### config.mk
export PLATFORM = sky130hd
export DESIGN_NAME = fir_decimate_pack12_core
export DESIGN_NICKNAME = d
export VERILOG_FILES = /design/src/design/fdp_pkg.sv /design/src/design/fdp_tap_ram.sv /design/src/design/fdp_mac.sv /design/src/design/fdp_packer.sv /design/src/design/fir_decimate_pack12_core.sv
export SDC_FILE = /design/constraint.sdc
export NUM_CORES = 2
export LEC_CHECK = 0
export BUFFER_PORTS_ARGS = -buffer_cell sky130_fd_sc_hd__buf_2
export CORE_UTILIZATION = 57
export DETAILED_ROUTE_END_ITERATION = 12
export PLACE_DENSITY_LB_ADDON = 0.2
export SETUP_SLACK_MARGIN = 0.15
export SYNTH_ARGS = -nofsm -noshare
export SYNTH_HDL_FRONTEND = slang
export SYNTH_HIERARCHICAL = 1
export SYNTH_SLANG_ARGS = --single-unit
### constraint.sdc
create_clock -name clk -period 5.65 [get_ports clk]
set_input_delay 0.8475 -clock clk [delete_from_list [all_inputs] [get_ports clk]]
set_output_delay 0.8475 -clock clk [all_outputs]
set_load 0.1 [all_outputs]
### src/design/fdp_pkg.sv
// Shared constants, coefficient table and interface structs for the FIR decimator / packer.
// No dependencies; every other design file refers to this package by scoped names.
`timescale 1ns / 1ps

package fdp_pkg;

  localparam int TAPS        = 51;
  localparam int SAMPLE_BITS = 12;
  localparam int COEF_BITS   = 16;

  localparam int COEF_COUNT   = 51;
  localparam int FRAC_BITS    = COEF_BITS - 1;
  localparam int MAX_CODE     = (1 << SAMPLE_BITS) - 1;
  localparam int TAP_IDX_BITS = (TAPS > 1) ? $clog2(TAPS) : 1;
  localparam int FILL_BITS    = $clog2(TAPS + 1);
  localparam int PROD_BITS    = COEF_BITS + SAMPLE_BITS + 1;
  localparam int ACC_BITS     = PROD_BITS + $clog2(TAPS) + 1;
  localparam int ROUND_HALF   = 1 << (FRAC_BITS - 1);

  localparam int PAIRS_BITS   = 7;
  localparam int PAIRS_MAX    = 85;
  localparam int COUNT_BITS   = 8;
  localparam int ADDR_BITS    = 3;
  localparam int DATA_BITS    = 32;

  // Register indexes, taken from paddr[2]
  localparam logic REG_FILTER_ENABLE = 1'b0;
  localparam logic REG_PACKET_PAIRS  = 1'b1;

  // Rescaling of the Q1.15 set to COEF_BITS-1 fraction bits
  localparam int COEF_UP  = (COEF_BITS >= 16) ? COEF_BITS - 16 : 0;
  localparam int COEF_DN  = (COEF_BITS < 16) ? 16 - COEF_BITS : 0;
  localparam int COEF_RND = (COEF_DN > 0) ? (1 << (COEF_DN - 1)) : 0;

  localparam int COEF_Q15 [COEF_COUNT] = '{
    454, 665, 21, -1321, -2020, -1199, 138, 321, -568, -822,
    142, 759, -81, -968, -212, 1072, 532, -1214, -1045, 1321,
    1870, -1409, -3612, 1462, 11606, 16904, 11606, 1462, -3612, -1409,
    1870, -1321, -1045, -1214, 532, 1072, -212, -968, -81, 759,
    142, -822, -568, 321, 138, -1199, -2020, -1321, 21, 665,
    454
  };

  function automatic logic signed [COEF_BITS-1:0] coef_at(input int idx);
    int t;
    if (idx >= COEF_COUNT) begin
      return '0;
    end
    t = COEF_Q15[idx] <<< COEF_UP;
    t = (t + COEF_RND) >>> COEF_DN;
    return COEF_BITS'(t);
  endfunction

  // One tap read issued to the MAC pipeline
  typedef struct packed {
    logic                    valid;
    logic                    live;   // tap has been written since reset
    logic                    clear;  // zero the accumulator
    logic [TAP_IDX_BITS-1:0] tap;    // age of the tap, 0 = newest
  } mac_issue_t;

  // Kept value handed to the packer
  typedef struct packed {
    logic                   valid;
    logic [SAMPLE_BITS-1:0] value;
  } pack_req_t;

endpackage

### src/design/fdp_tap_ram.sv
// Tap history memory: one write port, one read port with registered read data.
// Depends on fdp_pkg for depth and widths.
`timescale 1ns / 1ps

module fdp_tap_ram (
  input  logic                            clk,
  input  logic                            we,
  input  logic [fdp_pkg::TAP_IDX_BITS-1:0] waddr,
  input  logic [fdp_pkg::SAMPLE_BITS-1:0]  wdata,
  input  logic                            re,
  input  logic [fdp_pkg::TAP_IDX_BITS-1:0] raddr,
  output logic [fdp_pkg::SAMPLE_BITS-1:0]  rdata
);

  logic [fdp_pkg::SAMPLE_BITS-1:0] mem [fdp_pkg::TAPS];

  always_ff @(posedge clk) begin
    if (we) begin
      mem[waddr] <= wdata;
    end
  end

  always_ff @(posedge clk) begin
    if (re) begin
      rdata <= mem[raddr];
    end
  end

endmodule

### src/design/fdp_mac.sv
// Shared multiply-accumulate pipeline with rounding and clamping of the sum.
// Depends on fdp_pkg for the coefficient table, widths and mac_issue_t.
`timescale 1ns / 1ps

module fdp_mac (
  input  logic                            clk,
  input  logic                            rst,
  input  fdp_pkg::mac_issue_t             issue,
  input  logic [fdp_pkg::SAMPLE_BITS-1:0]  rd_data,
  output logic                            busy,
  output logic [fdp_pkg::SAMPLE_BITS-1:0]  result
);

  logic                                  valid1;
  logic                                  live1;
  logic signed [fdp_pkg::COEF_BITS-1:0]  coef1;
  logic                                  valid2;
  logic signed [fdp_pkg::PROD_BITS-1:0]  prod;
  logic signed [fdp_pkg::ACC_BITS-1:0]   acc;
  logic signed [fdp_pkg::ACC_BITS:0]     rsum;
  logic signed [fdp_pkg::ACC_BITS:0]     shifted;
  logic [fdp_pkg::SAMPLE_BITS-1:0]       tap_val;

  always_ff @(posedge clk) begin
    if (rst) begin
      valid1 <= 1'b0;
      valid2 <= 1'b0;
    end else begin
      valid1 <= issue.valid;
      valid2 <= valid1;
    end
  end

  // Coefficient is registered to line up with the registered RAM data, in the cycle after the issue
  always_ff @(posedge clk) begin
    live1 <= issue.live;
    coef1 <= fdp_pkg::coef_at(int'(issue.tap));
  end

  // Unwritten taps read as zero
  assign tap_val = live1 ? rd_data : '0;

  always_ff @(posedge clk) begin
    prod <= coef1 * $signed({1'b0, tap_val});
  end

  always_ff @(posedge clk) begin
    if (issue.clear) begin
      acc <= '0;
    end else if (valid2) begin
      acc <= acc + fdp_pkg::ACC_BITS'(prod);
    end
  end

  assign busy = valid1 | valid2;

  // Round half up, drop the fraction, clamp to the code range
  always_comb begin
    rsum    = $signed({acc[fdp_pkg::ACC_BITS-1], acc})
              + (fdp_pkg::ACC_BITS + 1)'(fdp_pkg::ROUND_HALF);
    shifted = rsum >>> fdp_pkg::FRAC_BITS;
    if (rsum < 0) begin
      result = '0;
    end else if (shifted > $signed((fdp_pkg::ACC_BITS + 1)'(fdp_pkg::MAX_CODE))) begin
      result = fdp_pkg::SAMPLE_BITS'(fdp_pkg::MAX_CODE);
    end else begin
      result = shifted[fdp_pkg::SAMPLE_BITS-1:0];
    end
  end

endmodule

### src/design/fdp_packer.sv
// Pair packer: three big-endian bytes per value pair, packet framing, output register.
// Depends on fdp_pkg for widths, packet limits and pack_req_t.
`timescale 1ns / 1ps

module fdp_packer (
  input  logic                            clk,
  input  logic                            rst,
  input  fdp_pkg::pack_req_t              req,
  output logic                            req_ready,
  input  logic [fdp_pkg::PAIRS_BITS-1:0]   packet_pairs,
  output logic                            out_valid,
  input  logic                            out_ready,
  output logic [7:0]                      out_byte,
  output logic                            packet_last,
  output logic                            packet_buffer
);

  logic                             busy;
  logic                             sel;
  logic [fdp_pkg::SAMPLE_BITS-1:0]  value;
  logic                             pair_phase;
  logic [3:0]                       held_nibble;
  logic [fdp_pkg::COUNT_BITS-1:0]   bytes_in_packet;
  logic                             buffer_index;

  logic                             load;
  logic                             step_end;
  logic [7:0]                       byte_next;
  logic [fdp_pkg::PAIRS_BITS-1:0]   pairs;
  logic [fdp_pkg::COUNT_BITS:0]     limit;
  logic [fdp_pkg::COUNT_BITS:0]     total;
  logic                             pkt_end;

  assign req_ready = !busy;
  assign load      = busy && (!out_valid || out_ready);
  assign step_end  = !pair_phase || sel;

  always_comb begin
    if (!pair_phase) begin
      byte_next = value[11:4];
    end else if (sel) begin
      byte_next = value[7:0];
    end else begin
      byte_next = {held_nibble, value[11:8]};
    end
  end

  always_comb begin
    if (packet_pairs == '0) begin
      pairs = fdp_pkg::PAIRS_BITS'(1);
    end else if (packet_pairs > fdp_pkg::PAIRS_BITS'(fdp_pkg::PAIRS_MAX)) begin
      pairs = fdp_pkg::PAIRS_BITS'(fdp_pkg::PAIRS_MAX);
    end else begin
      pairs = packet_pairs;
    end
    limit   = (fdp_pkg::COUNT_BITS + 1)'(pairs) * (fdp_pkg::COUNT_BITS + 1)'(3);
    total   = {1'b0, bytes_in_packet} + (pair_phase ? (fdp_pkg::COUNT_BITS + 1)'(2)
                                                    : (fdp_pkg::COUNT_BITS + 1)'(1));
    pkt_end = total >= limit;
  end

  always_ff @(posedge clk) begin
    if (rst) begin
      busy            <= 1'b0;
      sel             <= 1'b0;
      pair_phase      <= 1'b0;
      held_nibble     <= '0;
      bytes_in_packet <= '0;
      buffer_index    <= 1'b0;
      out_valid       <= 1'b0;
    end else begin
      if (req.valid && !busy) begin
        busy <= 1'b1;
        sel  <= 1'b0;
      end
      if (load) begin
        out_valid <= 1'b1;
        if (step_end) begin
          busy        <= 1'b0;
          pair_phase  <= !pair_phase;
          held_nibble <= pair_phase ? 4'h0 : value[3:0];
          if (pkt_end) begin
            bytes_in_packet <= '0;
            buffer_index    <= !buffer_index;
          end else begin
            bytes_in_packet <= total[fdp_pkg::COUNT_BITS-1:0];
          end
        end else begin
          sel <= 1'b1;
        end
      end else if (out_ready) begin
        out_valid <= 1'b0;
      end
    end
  end

  always_ff @(posedge clk) begin
    if (req.valid && !busy) begin
      value <= req.value;
    end
    if (load) begin
      out_byte      <= byte_next;
      packet_last   <= step_end && pkt_end;
      packet_buffer <= buffer_index;
    end
  end

endmodule

### src/design/fir_decimate_pack12_core.sv
// Top level: FIR decimate-by-two filter with 12-bit pair packing into bytes.
// Depends on fdp_pkg, fdp_tap_ram, fdp_mac and fdp_packer.
//
//   channel   direction  signals                                 transfer when
//   input     in         in_valid, in_ready, adc_code            in_valid & in_ready
//   output    out        out_valid, out_ready, out_byte,         out_valid & out_ready
//                        packet_last, packet_buffer
//   config    in/out     psel, penable, pwrite, paddr, pwdata,   psel & penable & pwrite
//                        prdata, pready
//
// Flow: a dropped (odd) sample is only written to the tap RAM; a kept sample in bypass
// goes straight to the packer hand-over; a kept filtered sample passes the single shared
// MAC, which reads one tap a cycle from the tap RAM, then the pipeline drain and hand-over.
// Reset: synchronous; the tap RAM is not swept, a fill count makes unwritten taps read as
// zero, so input is taken from the first cycle after reset.
// Stalls: the output register holds a byte until it is taken; input is still accepted
// meanwhile, but a kept value waits for the packer while it still holds a byte of the
// previous value, and no input is accepted until that hand-over completes.
`timescale 1ns / 1ps

module fir_decimate_pack12_core (
  input  logic                            clk,
  input  logic                            rst,
  input  logic                            in_valid,
  output logic                            in_ready,
  input  logic [fdp_pkg::SAMPLE_BITS-1:0]  adc_code,
  output logic                            out_valid,
  input  logic                            out_ready,
  output logic [7:0]                      out_byte,
  output logic                            packet_last,
  output logic                            packet_buffer,
  input  logic                            psel,
  input  logic                            penable,
  input  logic                            pwrite,
  input  logic [fdp_pkg::ADDR_BITS-1:0]    paddr,
  input  logic [fdp_pkg::DATA_BITS-1:0]    pwdata,
  output logic [fdp_pkg::DATA_BITS-1:0]    prdata,
  output logic                            pready
);

  typedef enum logic [1:0] {
    S_IDLE,
    S_MAC,
    S_DRAIN,
    S_PACK
  } state_t;

  state_t                             state;
  logic                               filter_enable;
  logic [fdp_pkg::PAIRS_BITS-1:0]     packet_pairs;
  logic [fdp_pkg::TAP_IDX_BITS-1:0]   wr_ptr;
  logic [fdp_pkg::TAP_IDX_BITS-1:0]   rd_ptr;
  logic [fdp_pkg::TAP_IDX_BITS-1:0]   tap_age;
  logic [fdp_pkg::FILL_BITS-1:0]      fill;
  logic                               decim_phase;
  logic [fdp_pkg::SAMPLE_BITS-1:0]    value;

  logic                               in_xfer;
  logic                               cfg_wr;
  logic [fdp_pkg::SAMPLE_BITS-1:0]    rd_data;
  logic                               mac_busy;
  logic [fdp_pkg::SAMPLE_BITS-1:0]    mac_result;
  fdp_pkg::mac_issue_t                issue;
  fdp_pkg::pack_req_t                 req;
  logic                               req_ready;

  assign in_ready = (state == S_IDLE);
  assign in_xfer  = in_valid && in_ready;

  // Configuration port: zero wait states, register chosen by paddr[2]
  assign pready = 1'b1;
  assign cfg_wr = psel && penable && pwrite;

  always_ff @(posedge clk) begin
    if (rst) begin
      filter_enable <= 1'b1;
      packet_pairs  <= fdp_pkg::PAIRS_BITS'(10);
    end else if (cfg_wr) begin
      case (paddr[2])
        fdp_pkg::REG_FILTER_ENABLE: filter_enable <= pwdata[0];
        fdp_pkg::REG_PACKET_PAIRS:  packet_pairs  <= pwdata[fdp_pkg::PAIRS_BITS-1:0];
        default: ;
      endcase
    end
  end

  always_comb begin
    case (paddr[2])
      fdp_pkg::REG_FILTER_ENABLE: prdata = fdp_pkg::DATA_BITS'(filter_enable);
      fdp_pkg::REG_PACKET_PAIRS:  prdata = fdp_pkg::DATA_BITS'(packet_pairs);
      default:                    prdata = '0;
    endcase
  end

  // Tap reads walk from the newest sample backwards; taps older than the fill count
  // have not been written since reset and are masked to zero in the MAC
  always_comb begin
    issue.valid = (state == S_MAC);
    issue.live  = fdp_pkg::FILL_BITS'(tap_age) < fill;
    issue.clear = in_xfer && !decim_phase && filter_enable;
    issue.tap   = tap_age;
  end

  assign req.valid = (state == S_PACK);
  assign req.value = value;

  // Sequencer: hold state, pointers and the kept value
  always_ff @(posedge clk) begin
    if (rst) begin
      state       <= S_IDLE;
      wr_ptr      <= '0;
      rd_ptr      <= '0;
      tap_age     <= '0;
      fill        <= '0;
      decim_phase <= 1'b0;
    end else begin
      case (state)
        S_IDLE: begin
          if (in_xfer) begin
            // advance the circular write pointer; the new sample is the newest tap
            wr_ptr <= (wr_ptr == fdp_pkg::TAP_IDX_BITS'(fdp_pkg::TAPS - 1))
                      ? '0 : wr_ptr + 1'b1;
            rd_ptr <= wr_ptr;
            if (fill != fdp_pkg::FILL_BITS'(fdp_pkg::TAPS)) begin
              fill <= fill + 1'b1;
            end
            if (decim_phase) begin
              // drop odd samples after shifting them in
              decim_phase <= 1'b0;
            end else begin
              decim_phase <= 1'b1;
              if (filter_enable) begin
                tap_age <= '0;
                state   <= S_MAC;
              end else begin
                value <= adc_code;
                state <= S_PACK;
              end
            end
          end
        end
        S_MAC: begin
          rd_ptr  <= (rd_ptr == '0) ? fdp_pkg::TAP_IDX_BITS'(fdp_pkg::TAPS - 1)
                                    : rd_ptr - 1'b1;
          tap_age <= tap_age + 1'b1;
          if (tap_age == fdp_pkg::TAP_IDX_BITS'(fdp_pkg::TAPS - 1)) begin
            state <= S_DRAIN;
          end
        end
        S_DRAIN: begin
          // wait for the last product to land in the accumulator
          if (!mac_busy) begin
            value <= mac_result;
            state <= S_PACK;
          end
        end
        S_PACK: begin
          if (req_ready) begin
            state <= S_IDLE;
          end
        end
        default: begin
          state <= S_IDLE;
        end
      endcase
    end
  end

  fdp_tap_ram u_ram (
    .clk   (clk),
    .we    (in_xfer),
    .waddr (wr_ptr),
    .wdata (adc_code),
    .re    (state == S_MAC),
    .raddr (rd_ptr),
    .rdata (rd_data)
  );

  fdp_mac u_mac (
    .clk     (clk),
    .rst     (rst),
    .issue   (issue),
    .rd_data (rd_data),
    .busy    (mac_busy),
    .result  (mac_result)
  );

  fdp_packer u_pack (
    .clk           (clk),
    .rst           (rst),
    .req           (req),
    .req_ready     (req_ready),
    .packet_pairs  (packet_pairs),
    .out_valid     (out_valid),
    .out_ready     (out_ready),
    .out_byte      (out_byte),
    .packet_last   (packet_last),
    .packet_buffer (packet_buffer)
  );

endmodule

==> run summary <==
status: finished, final reports clean
first-pass GRT wire length: 153600 µm
f_max: 0.1784 GHz
R2R setup slack: 0.04 ns
Synth cell types: 98
Max Slew Vio Count: 0
Max rail drop VDD: 464.3 µV
worst-path cell chain: buf_6, and3_4, fa_1, inv_1, fa_1, inv_1, fa_1, fa_1, inv_2, fa_1, inv_2, ha_4, o21a_1, o21ai_2, a21oi_2, or4b_4, a221o_1, o211a_1, o21ai_2, o2bb2ai_2, xnor2_1
Post-DRT Antenna Nets: 0
die span in x: 274.1 µm
Antenna Cells: 0
flops & latches, synth: 793
largest area contributor in the netlist: edfxtp_1
CP required: 6.19 ns
I/O Buffers: 45
post-synthesis cell area: 42190 µm²
wire length per cell: 22.22 µm
final worst path period share: 99.23%
initial DRC count: 2737
Setup crit start kind: flop
Skew-Pair Late Insertion Delay: 0.66 ns
H-Tree Depth: 3
# setup viols final: 0
routed wire length: 98220 µm
total track usage: 26.62%
total CTS buffers: 83
most used cell, CP: fa_1
CP delay by family, top: adder cells
Worst Hold Slack: 0.4207 ns
Routability Congestion: 0.9665
minimum clock period: 5.607 ns
RSZ-0062 raised after global routing: true
Area after DPL: 44210 µm²
number of global-route vias before repair: 27330
Synth-to-Final Area Change: 12.72%
DR DRC count: 0
row count: 99
Worst EP arrival: 6.14 ns
total of max-cap violations: 0
Synth Area per Inst: 13.06 µm²
total number of vias: 26800
Final Hold Vio Count: 0
cell count after synthesis: 3230
Core ar.: 73080 µm²
Synth top cells by count: edfxtp_1, inv_1, nand2_1
first-pass iteration count of the detailed router: 6
post-synth top area share: 46.84%
critical path type: reg2reg
Worst Path Max Fanout: 5
Die ar.: 75100 µm²
design area: 47550 µm²
Vias/cell: 6.064
Pwr Density: 411.2 nW/µm²
initial antenna violation count: 2
Post-synth top flop: edfxtp_1
cts hold-fix bufs: 0
Root Buffer: clkbuf_16
maximum root-to-sink buffer count: 3
Starting Density: 57.72%
sequential-to-total area share from yosys stat: 53.24%
CTS tree: built
layout cells sized above 1: 18.15%
Leakage: 18.05 nW
async set-reset flop share out of synthesis: 0%
Setup Skew: 0.04588 ns
Slew HR: 10.86%
Clock Sink Count: 793
Clock transition at path regs: 0.06 ns
CP Buf/Inv Count: 5
Worst Setup End Kind: flop
remaining global-route overflow: 0
dpl hpwl: 65210 µm
synth top area cells: edfxtp_1, fa_1, mux4_2
slowest CP cell: fa_1
Post-synth EDFFs: 658
YS warnings: 6
post-route core utilization: 65.07%
most frequent cell after synthesis: edfxtp_1
Hold Path Class: reg2reg
# IOs: 99
Largest stage delay, worst path: 0.54 ns
worst-margin pin slew: 1.332 ns
Final nets: 3771
Die H: 274.1 µm
pin count of the biggest net entering global routing: 64
==> metal layers <==
metal	vias up	wire [µm]	global-route usage, %	share of wire (%)
met2	974	49680	45.97	51
met1	13600	39870	34.89	41
met4	0	2774	8.421	2.8
li1	12050	-	-	-
met3	187	5888	3.713	6.0
met5	-	0	0	0
==> worst paths after layout <==
check	cells after the start	startpoint	endpoint
min	0	value[7]	u_pack/value[7]
max	21	u_ram/rdata[3]	u_mac/prod[28]
max reg2reg	21	u_ram/rdata[3]	u_mac/prod[28]
min reg2reg	0	value[7]	u_pack/value[7]
==> stage by stage <==
stage          worst slack [ns]  TNS, ns  instances  power [mW]
3_3_place_gp            -0.2109  -0.5295       4243       13.47
3_5_place_dp            -0.2815  -0.9217       4243       13.61
5_1_grt                 -0.1587  -0.4998       4420       20.50
6_report                0.04333        0       4420       19.55
4_1_cts                 0.06631        0       4408       19.53
2_1_floorplan           0.08776        0       3254       11.67
==> layout make-up <==
type / count / area [µm²]
fill: 5321 / 25530
clock buffer: 99 / 2157
sequential: 793 / 22480
tap: 959 / 1200
multi-input combinational: 1977 / 18080
inverter: 304 / 1145
timing repair buffer: 232 / 1737
clock inverter: 56 / 757.0
==> placed cells by master, fill, tap and decap left out, types with 32 or more instances in the layout <==
cell,netlist,final
a21o_1,38,38
a21oi_1,140,133
and3_1,103,88
buf_2,25,45
buf_4,30,171
clkbuf_16,0,83
dfxtp_1,135,129
edfxtp_1,658,658
fa_1,181,177
ha_1,145,133
inv_1,303,289
mux2i_1,73,73
mux4_2,145,145
nand2_1,230,229
nand2b_1,34,34
nand3_1,54,54
nor2_1,209,208
nor2b_1,36,36
nor3_1,33,32
o21ai_0,74,69
xnor2_1,59,59
==> report_power, final <==
group / leakage (nW) / switching (mW) / total (mW) / internal, mW
Sequential: 7.03 / 0.422 / 7.14 / 6.72
Combinational: 9.63 / 3.78 / 6.70 / 2.92
Clock: 1.39 / 2.34 / 5.72 / 3.37
==> what timing repair did <==
action	4_1_cts	5_1_grt
setup buffers	10	12
gates resized for setup	43	31
setup endpoints to repair	11	9
pin swaps	54	32
==> registers in the layout, indices dropped and copies added, names as in the netlist, 2 cells and up <==
register,count
fill,6
packet_pairs,7
rd_ptr,6
state,2
tap_age,6
u_mac/acc,36
u_mac/coef1,15
u_mac/prod,29
u_pack/bytes_in_packet,8
u_pack/held_nibble,4
u_pack/out_byte,8
u_pack/value,12
u_ram/mem,612
u_ram/rdata,12
value,12
wr_ptr,6
==> cells by family after synthesis <==
group,after synthesis,synth area share [%]
AND/OR/NAND/NOR,810,9.482
other,2,0.01780
XOR/XNOR,89,1.848
flip-flops,793,53.24
multiplexers,238,10.01
AO/OA/AOI/OAI,488,7.696
adder cells (fa/ha/maj),326,12.89
buffers and inverters,484,4.817
==> worst reg2reg max path: stages, from the launching register on <==
cell,delay [ns]
edfxtp_1,0.42
buf_6,0.15
and3_4,0.14
fa_1,0.52
inv_1,0.05
fa_1,0.48
inv_1,0.05
fa_1,0.45
fa_1,0.51
inv_2,0.04
fa_1,0.54
inv_2,0.05
ha_4,0.20
o21a_1,0.17
o21ai_2,0.13
a21oi_2,0.06
or4b_4,0.51
a221o_1,0.39
o211a_1,0.24
o21ai_2,0.20
o2bb2ai_2,0.13
xnor2_1,0.08
No activity file was read; power rests on OpenSTA's default activity.
